<file path="src/rtl/jbss_pkg.sv">
`timescale 1ns / 1ps
// ----------------------------------------------------------------------------
// JSON bracket scanner package
// Shared constants, status codes, character codes and types of the scanner.
// ----------------------------------------------------------------------------
package jbss_pkg;

	localparam int DEPTH_BITS = 16;
	localparam int OUT_DEPTH_W = 16;

	localparam logic [2:0] ST_PLAIN     = 3'd0;
	localparam logic [2:0] ST_SEP       = 3'd1;
	localparam logic [2:0] ST_CLOSE_OK  = 3'd2;
	localparam logic [2:0] ST_CLOSE_BAD = 3'd3;
	localparam logic [2:0] ST_NOT_CONT  = 3'd4;
	localparam logic [2:0] ST_UNTERM    = 3'd5;
	localparam logic [2:0] ST_IDLE      = 3'd6;
	localparam logic [2:0] ST_OVERFLOW  = 3'd7;

	localparam logic [7:0] CH_LBRACE = 8'h7B;
	localparam logic [7:0] CH_LBRACK = 8'h5B;
	localparam logic [7:0] CH_RBRACE = 8'h7D;
	localparam logic [7:0] CH_RBRACK = 8'h5D;
	localparam logic [7:0] CH_QUOTE  = 8'h22;
	localparam logic [7:0] CH_BSLASH = 8'h5C;
	localparam logic [7:0] CH_COMMA  = 8'h2C;
	localparam logic [7:0] CH_NUL    = 8'h00;

	localparam logic [DEPTH_BITS-1:0] LEVEL_MAX = {DEPTH_BITS{1'b1}};
	localparam logic [DEPTH_BITS-1:0] LEVEL_ONE = DEPTH_BITS'(1);

	typedef struct packed {
		logic                  active;
		logic                  in_quotes;
		logic                  skip_next;
		logic [DEPTH_BITS-1:0] level;
		logic                  as_object;
	} scan_state_t;

	typedef struct packed {
		logic [2:0]             status;
		logic [OUT_DEPTH_W-1:0] nest_depth;
		logic                   inside_string;
	} scan_result_t;

	function automatic logic [OUT_DEPTH_W-1:0] depth_out(input logic [DEPTH_BITS-1:0] lvl);
		logic [DEPTH_BITS+OUT_DEPTH_W-1:0] ext;
		ext = {{OUT_DEPTH_W{1'b0}}, lvl};
		return ext[OUT_DEPTH_W-1:0];
	endfunction

endpackage

</file>
<file path="src/rtl/json_bracket_structure_scanner.sv">
`timescale 1ns / 1ps
// ----------------------------------------------------------------------------
// JSON bracket structure scanner
// Follows the bracket nesting of one JSON container and reports a status,
// the nesting depth and the in-string flag for every byte of text.
// ----------------------------------------------------------------------------
// Usage:
// Bytes of JSON text enter on the input channel (in_valid, in_stall,
// data_byte, start_scan); a byte is taken at a clock edge where in_valid is
// high and in_stall is low. Every byte gives exactly one result word on the
// output channel (out_valid, out_stall, status, nest_depth, inside_string).
// A byte goes through an input register and then a result register before
// its word is on the output. One byte is taken in every cycle while the
// receiver keeps out_stall low; the scan state is updated by combinational
// flag and counter logic between the two registers.
// When the receiver stalls, the result word holds and one further byte is
// kept in the input register; in_stall then rises until the result drains.
// Reset clears the valid flags of both registers and the scan state, so no
// scan is active and no word is pending.
// ----------------------------------------------------------------------------
module json_bracket_structure_scanner (
	input  logic                             clk,
	input  logic                             arst_n,
	input  logic                             in_valid,
	output logic                             in_stall,
	input  logic [7:0]                       data_byte,
	input  logic                             start_scan,
	output logic                             out_valid,
	input  logic                             out_stall,
	output logic [2:0]                       status,
	output logic [jbss_pkg::OUT_DEPTH_W-1:0] nest_depth,
	output logic                             inside_string
);
	import jbss_pkg::*;

	logic         valid_s1;
	logic [7:0]   byte_s1;
	logic         start_s1;
	logic         valid_s2;
	scan_result_t res_s2;
	scan_state_t  state_q;
	scan_state_t  state_nxt;
	scan_result_t res_nxt;
	logic         adv_s2;
	logic         adv_s1;

	assign adv_s2 = !valid_s2 || !out_stall;
	assign adv_s1 = !valid_s1 || adv_s2;
	assign in_stall = !adv_s1;

	jbss_step u_step (
		.cur        (state_q),
		.data_byte  (byte_s1),
		.start_scan (start_s1),
		.nxt        (state_nxt),
		.res        (res_nxt)
	);

	always_ff @(posedge clk or negedge arst_n) begin
		if (!arst_n) begin
			valid_s1 <= 1'b0;
			valid_s2 <= 1'b0;
			state_q <= '0;
		end else begin
			if (adv_s1) begin
				valid_s1 <= in_valid;
			end
			if (adv_s2) begin
				valid_s2 <= valid_s1;
				if (valid_s1) begin
					state_q <= state_nxt;
				end
			end
		end
	end

	always_ff @(posedge clk) begin
		if (adv_s1 && in_valid) begin
			byte_s1 <= data_byte;
			start_s1 <= start_scan;
		end
		if (adv_s2 && valid_s1) begin
			res_s2 <= res_nxt;
		end
	end

	assign out_valid = valid_s2;
	assign status = res_s2.status;
	assign nest_depth = res_s2.nest_depth;
	assign inside_string = res_s2.inside_string;

endmodule

</file>
<file path="src/rtl/jbss_step.sv">
`timescale 1ns / 1ps
// ----------------------------------------------------------------------------
// JSON bracket scanner step logic
// Works out the status of one byte and the scan state that follows it.
// ----------------------------------------------------------------------------
module jbss_step (
	input  jbss_pkg::scan_state_t  cur,
	input  logic [7:0]             data_byte,
	input  logic                   start_scan,
	output jbss_pkg::scan_state_t  nxt,
	output jbss_pkg::scan_result_t res
);
	import jbss_pkg::*;

	logic [DEPTH_BITS-1:0] lvl_inc;
	logic [DEPTH_BITS-1:0] lvl_dec;

	assign lvl_inc = cur.level + LEVEL_ONE;
	assign lvl_dec = cur.level - LEVEL_ONE;

	always_comb begin
		nxt = cur;
		res.status = ST_PLAIN;
		res.nest_depth = depth_out(cur.level);
		res.inside_string = 1'b0;
		if (start_scan) begin
			nxt = '0;
			if (data_byte == CH_LBRACE || data_byte == CH_LBRACK) begin
				nxt.active = 1'b1;
				nxt.level = LEVEL_ONE;
				nxt.as_object = (data_byte == CH_LBRACE);
				res.nest_depth = depth_out(LEVEL_ONE);
			end else begin
				res.status = ST_NOT_CONT;
				res.nest_depth = '0;
			end
		end else if (!cur.active) begin
			res.status = ST_IDLE;
			res.nest_depth = '0;
		end else if (data_byte == CH_NUL) begin
			res.status = ST_UNTERM;
			res.inside_string = cur.in_quotes;
			nxt = '0;
		end else if (cur.in_quotes) begin
			res.inside_string = 1'b1;
			if (cur.skip_next) begin
				nxt.skip_next = 1'b0;
			end else if (data_byte == CH_QUOTE) begin
				nxt.in_quotes = 1'b0;
			end else if (data_byte == CH_BSLASH) begin
				nxt.skip_next = 1'b1;
			end
		end else begin
			case (data_byte) inside
				CH_QUOTE: begin
					nxt.in_quotes = 1'b1;
					res.inside_string = 1'b1;
				end
				CH_LBRACE, CH_LBRACK: begin
					if (cur.level == LEVEL_MAX) begin
						res.status = ST_OVERFLOW;
						nxt = '0;
					end else begin
						nxt.level = lvl_inc;
						res.nest_depth = depth_out(lvl_inc);
					end
				end
				CH_RBRACE, CH_RBRACK: begin
					res.nest_depth = depth_out(lvl_dec);
					if (lvl_dec == '0) begin
						nxt = '0;
						if (cur.as_object == (data_byte == CH_RBRACE)) begin
							res.status = ST_CLOSE_OK;
						end else begin
							res.status = ST_CLOSE_BAD;
						end
					end else begin
						nxt.level = lvl_dec;
					end
				end
				CH_COMMA: begin
					if (cur.level == LEVEL_ONE) begin
						res.status = ST_SEP;
					end
				end
				default: begin
					res.status = ST_PLAIN;
				end
			endcase
		end
	end

endmodule

</file>
<file path="config.mk">
export PLATFORM = sky130hd
export DESIGN_NAME = json_bracket_structure_scanner
export DESIGN_NICKNAME = d
export VERILOG_FILES = /design/src/rtl/jbss_pkg.sv /design/src/rtl/json_bracket_structure_scanner.sv /design/src/rtl/jbss_step.sv
export SDC_FILE = /design/constraint.sdc
export NUM_CORES = 1
export LEC_CHECK = 0
export BUFFER_PORTS_ARGS = -buffer_cell sky130_fd_sc_hd__buf_4
export CORE_MARGIN = 2
export CORE_UTILIZATION = 35
export DETAILED_ROUTE_END_ITERATION = 7
export MAX_ROUTING_LAYER = met4
export SLEW_MARGIN = 10
export SYNTH_ARGS = -nofsm -noshare
export SYNTH_HDL_FRONTEND = slang
export SYNTH_SLANG_ARGS = --single-unit
</file>
<file path="constraint.sdc">
create_clock -name clk -period 4.6 [get_ports clk]
set_clock_uncertainty 0.15 [all_clocks]
set_input_delay 0.23 -clock clk [delete_from_list [all_inputs] [get_ports clk]]
set_output_delay 0.23 -clock clk [all_outputs]
set_load 0.05 [all_outputs]
</file>
Yosys cells after proc, flatten, opt, wreduce, memory -nomap -nowiden
Index checks and enable logic that the tools add are counted.
{"block": "classes", "n_mux": 50, "addsub": 2, "n_reduce_logical": 24, "eq_ne": 15, "bitwise_logic": 1}
{"op": "16-bit 2-to-1 mux", "count": 7}
{"op": "20-bit 2-to-1 mux", "count": 3}
{"op": "19-bit 2-to-1 mux", "count": 3}
{"op": "18-bit 2-to-1 mux", "count": 3}
{"op": "8-bit by 7-bit equality test with 1-bit output, second input constant", "count": 5}
{"op": "3-bit 2-to-1 mux", "count": 8}
{"op": "1-bit 2-to-1 mux", "count": 22}
{"op": "17-bit 2-to-1 mux", "count": 1}
{"op": "16-bit by 1-bit adder with 16-bit output, second input constant", "count": 1}
{"op": "16-bit by 1-bit equality test with 1-bit output, second input constant", "count": 1}
{"op": "16-bit equality test, second input constant", "count": 1}
{"op": "8-bit by 6-bit equality test with 1-bit output, second input constant", "count": 2}
{"op": "16-bit logical NOT", "count": 1}
{"op": "16-bit by 1-bit subtractor with 16-bit output, second input constant", "count": 1}
{"op": "5-bit nonzero test", "count": 2}
{"op": "8-bit logical NOT", "count": 1}
{"op": "8-bit AND reduction", "count": 1}
{"op": "4-bit nonzero test", "count": 2}
{"op": "7-bit AND reduction", "count": 1}
{"op": "2-bit 2-to-1 mux", "count": 3}
{"op": "3-bit by 2-bit inequality test with 1-bit output, second input constant", "count": 2}
{"op": "6-bit AND reduction", "count": 1}
{"op": "2-bit OR reduction", "count": 3}
{"op": "5-bit by 3-bit inequality test with 1-bit output, second input constant", "count": 1}
{"op": "other kinds (10)", "count": 16}
{"block": "word_totals", "inputBits": 13, "output_inout_bits": 22, "regBits": 51, "word_cells": 104}

Depth between registers and ports, before layout
{"block": "logic_depth", "word_depth": 11, "mapped_depth": 9, "ltp_nobuf": 9}

Hierarchy
A second synthesis with hierarchy kept.
{"block": "unflattened", "hier_cells": 458, "hier_area_um2": 3993.8}
{"mod": "jbss_step", "cells_per_inst": 379, "area_per_inst_um2": 2277.2, "seq_area_each_um2": 0.0, "n_inst": 1}
{"mod": "json_bracket_structure_scanner", "cells_per_inst": 79, "area_per_inst_um2": 1716.6, "seq_area_each_um2": 1421.4, "n_inst": 1}

Worst setup path before layout
No wires, ideal clock.
{"block": "synth_timing", "path_kind": "flip-flop to flip-flop", "start": "reg state_q[1] (netlist name)", "end": "reg res_s2 (netlist bit status[0]), data pin", "setup_ns": 0.157, "path_slack_ns": 1.962, "path_buffers": 1, "arrival_time_ns": 2.331, "stages_incl_launch_ff": 10, "period_less_slack_ns": 2.638, "t_required_ns": 4.293, "path_cell_list": "dfrtp_1 -> clkbuf_1 -> inv_1 -> ha_1 -> nor3b_4 -> a21boi_1 -> nor4b_2 -> nand4_2 -> o31a_1 -> nor3_1"}
{"block": "synth_via", "elab_chain_len": 10, "word_cells_on_any_way": 15, "classes_between": "add/sub (1); eq/ne (2); mux (11); reduce/logical (1)"}
{"item": "start: declaration", "line_no": "json_bracket_structure_scanner.sv:41", "source": "scan_state_t state_q;"}
{"item": "start signal: assignment", "line_no": "json_bracket_structure_scanner.sv:71", "source": "state_q <= state_nxt;"}
{"item": "16-bit by 1-bit subtractor with 16-bit output or 16-bit by 1-bit equality test with 1-bit output (tied branches)", "line_no": "jbss_step.sv:19, jbss_step.sv:82"}
{"item": "16-bit logical NOT or 1-bit 2-to-1 mux (tied branches)", "line_no": "jbss_step.sv:70, jbss_step.sv:82"}
{"item": "2-bit 2-to-1 mux or 1-bit 2-to-1 mux (tied branches)", "line_no": "jbss_step.sv:70, jbss_step.sv:54"}
{"item": "3-bit 2-to-1 mux", "line_no": "jbss_step.sv:54", "source": "case (data_byte) inside"}
{"item": "3-bit 2-to-1 mux * (2 in series)", "line_no": "jbss_step.sv:54"}
{"item": "19-bit 2-to-1 mux *", "line_no": "jbss_step.sv:44", "source": "end else if (cur.in_quotes) begin"}
{"item": "3-bit 2-to-1 mux *", "line_no": "jbss_step.sv:40", "source": "end else if (data_byte == CH_NUL) begin"}
{"item": "19-bit 2-to-1 mux *", "line_no": "jbss_step.sv:37", "source": "end else if (!cur.active) begin"}
{"item": "19-bit 2-to-1 mux *", "line_no": "jbss_step.sv:26", "source": "if (start_scan) begin"}
{"item": "end signal: assignment", "line_no": "json_bracket_structure_scanner.sv:83", "source": "res_s2 <= res_nxt;"}
{"item": "end: declaration", "line_no": "json_bracket_structure_scanner.sv:40", "source": "scan_result_t res_s2;"}
Mark *: on every way between the ends. The rest lies on a longest branch, timed or not.
A chain may end at the register's enable or synchronous reset.

Final worst setup path
{"block": "layout_timing", "start": "reg state_q[1] (netlist name)", "end": "reg res_s2 (netlist bit nest_depth[2]), data pin"}
{"block": "layout_via", "elab_chain_len": 8, "word_cells_on_any_way": 11, "classes_between": "add/sub (2); eq/ne (1); mux (8)"}
{"item": "16-bit by 1-bit subtractor with 16-bit output (tied with other cells)", "line_no": "jbss_step.sv:19", "source": "assign lvl_dec = cur.level - LEVEL_ONE;"}
{"item": "16-bit 2-to-1 mux (on tied branches)", "line_no": "jbss_step.sv:54, jbss_step.sv:60"}
{"item": "16-bit 2-to-1 mux * (2 in series)", "line_no": "jbss_step.sv:54"}
{"item": "19-bit 2-to-1 mux *", "line_no": "jbss_step.sv:44"}
{"item": "16-bit 2-to-1 mux *", "line_no": "jbss_step.sv:40"}
{"item": "19-bit 2-to-1 mux *", "line_no": "jbss_step.sv:37"}
{"item": "19-bit 2-to-1 mux *", "line_no": "jbss_step.sv:26"}
Marked as above.

==> metrics.yaml <==
logic_synthesis:
  synth_edf_count: 29
  yosys_warnings: 0
  syn_area_um2: 3617
  ys_seq_area_share_pct: 39.29
  synth_nets: 433
  dominantRegCellSynth: "edfxtp_1"
  netlist_instances: 415
  async_flop_share_pct: 43.14
  ys_types: 64
  ys_ff_latch: 51
  avgSynthCellArea_um2: 8.716
grt:
  grt_antenna_before_repair: 0
  grt_util_all_layers_pct: 20.31
  grt_start_max_net_pins: 25
  gr-total-overflow: 0
  grt_pass1_wl_mm: 17.73
  first_global_vias: 3366
run:
  max_cap_viol_count: 0
timing:
  min_period_ns: 3.357
  hold_viol: 0
  clock.fmax_ghz: 0.2979
  worst_pin_slew_ns: 1.023
  fin_setup_tns_ns: 0
  maxSlewHeadroom_pct: 31.71
  setup_violations: 0
  slew_violations: 0
  fin_hold_ws_ns: 0.01197
  rsz0062_at_grt: "false"
  period_share_pct: 72.98
worst_hold_path:
  hold_end: "out_valid"
  whs_path_depth: 3
  min_path_type: "primary input to register"
  worstHoldStart: "out_stall"
routing:
  drtPass1Iterations: 5
  drt-wirelength-per-cell_um: 18.33
  via_per_inst: 5.897
  routed_wl_mm: 10.63
  route.detailed.drc: 0
  dr.first_iter.drc_count: 322
  antenna_left: 0
  vias: 3420
finish:
  nNetsFinal: 461
  most-common-layout-cells: "buf_4 (41), nor2_1 (39), o21ai_0 (38)"
  num_antenna_cells: 0
  final_common_cell: "buf_4"
  area_growth_pct: 14.94
  fin_cells: 580
  fin_area_um2: 4158
  drive_above_1_share_pct: 15.54
  fin_util_pct: 40.82
floorplan:
  initial_utilization_pct: 35.52
  io_pins: 35
  die_h_um: 105.7
  dieWidth_um: 105.7
  die-area_um2: 11160
  rows: 37
  core_um2: 10180
cts:
  clock_latency_ns: 0.30
  cts_resized: 0
  clkSinkCount: 51
  cts_tree: "done"
  post_cts_buffers: 0
  clock_path_buffers: 2
  numCtsBuffers: 5
  clkTransAtPathRegs_ns: 0.09
  root_buffer: "clkbuf_8"
  htreeDepth: 2
setup_path:
  cp_data_required_time_ns: 4.47
  worst-path-max-fanout: 12
  critPathArrivalTime_ns: 3.23
  start_kind: "register"
  worst_setup_path_end_kind: "register"
  rr_worst_depth: 7
  r2r_setup_slack_ns: 1.24
  r2r-start: "state_q[1]"
  critPathKind: "register to register"
  r2r-end: "nest_depth[2]"
power_and_ir_drop:
  power_density_nw_per_um2: 279.0
  power_leakage_nw: 1.569
  vdd_ir_drop_max_v: 0.0001445
place:
  placed_area_um2: 3964
  hpwl_mm: 7.365
  dp.cells: 561
  place.gp.congestion: 0.9099
  port_buffers: 34
outcome:
  status: "completed"
[cell families (layout without fill, tap and decap cells)]
group / Yosys count / count (layout) / synth area share, %
flip-flops: 51 / 51 / 39.29
AND/OR/NAND/NOR: 174 / 174 / 26.98
XOR/XNOR: 16 / 16 / 3.874
multiplexers: 4 / 4 / 1.141
AO/OA/AOI/OAI: 123 / 123 / 22.04
buffers and inverters: 42 / 71 / 4.946
adder cells (fa/ha/maj): 5 / 5 / 1.730
[critical path, cell delays in order, from the launching register on]
cell and delay, ns:
dfrtp_1 0.60, ha_1 0.35, nand4_2 0.26, nor4_4 0.53, nand2b_1 0.56, a21oi_1 0.34, o21ai_0 0.16, a221oi_1 0.12
[state kept, by name, indices dropped and copies added, names as in the netlist]
name	count
out_valid	1
status	3
byte_s1	8
inside_string	1
valid_s1	1
state_q	20
nest_depth	16
start_s1	1
[stage by stage]
step                total power (W)  worst slack [ns]
detailed placement        0.0009036             1.379
global route               0.001219             1.068
CTS                        0.001166             1.370
global placement          0.0009005             1.502
finish                     0.001160             1.243
floorplan                 0.0008050             1.962
[timing repair]
| item | in CTS | in global routing |
|---|---|---|
| hold buffers | 11 | 0 |
| hold endpoints to repair | 32 | 0 |
| setup endpoints to repair | 0 | 0 |
[layer usage]
metal / track usage, % / part of all wire [%] / vias to the layer above
met3: 2.597 / 6.6 / 12
met5: - / 0 / -
li1: - / - / 1617
met4: 4.887 / 1.3 / 0
met2: 33.04 / 48 / 144
met1: 27.05 / 44 / 1647
[synthesized netlist by cell type (3+ instances only)]
master,number,area (um^2)
nor4_1,10,62.56
buf_2,8,40.04
nand3_1,19,95.09
a31oi_1,8,50.05
a21oi_1,24,120.1
o211ai_1,5,37.54
mux2i_1,3,30.03
ha_1,5,62.56
clkbuf_1,20,75.07
a221oi_1,3,26.28
nor2_1,39,146.4
edfxtp_1,29,870.8
dfrtp_1,22,550.5
nand4_1,9,56.30
inv_1,11,41.29
buf_4,3,22.52
a211oi_1,4,30.03
and3_1,8,50.05
o22ai_1,3,18.77
xor2_1,6,52.55
nor2b_1,6,37.54
nor3_2,3,30.03
a22oi_1,5,37.54
o31ai_1,3,22.52
nor3_1,16,80.08
and2_1,3,18.77
xnor2_1,10,87.58
nand2_1,32,120.1
nor4_2,3,37.54
nand2b_1,9,56.30
nand4b_1,4,35.03
o21ai_0,38,190.2
[final cells by class]
cell class	count	area [um^2]
inverter	11	41.29
fill	1047	6027
timing repair buffer	52	417.9
sequential	51	1421
clock inverter	3	15.01
multi-input combinational	322	2023
clock buffer	5	68.82
tap	136	170.2
[how the worst max path moves through the flow]
stage               start             to
2_1_floorplan  state_q[1]      status[0]
3_3_place_gp     start_s1     state_q[3]
3_5_place_dp   state_q[1]  nest_depth[2]
4_1_cts        state_q[1]  nest_depth[2]
5_1_grt        state_q[1]  nest_depth[2]
6_report       state_q[1]  nest_depth[2]
[where the power goes]
group	switching (W)	internal (W)	leakage [nW]	total, W
clock	0.000149	0.000105	0.0477	0.000254
combinational	0.000229	0.000127	0.946	0.000356
sequential	0.0000334	0.000517	0.575	0.000550
Power figures use the tool's default switching activity.
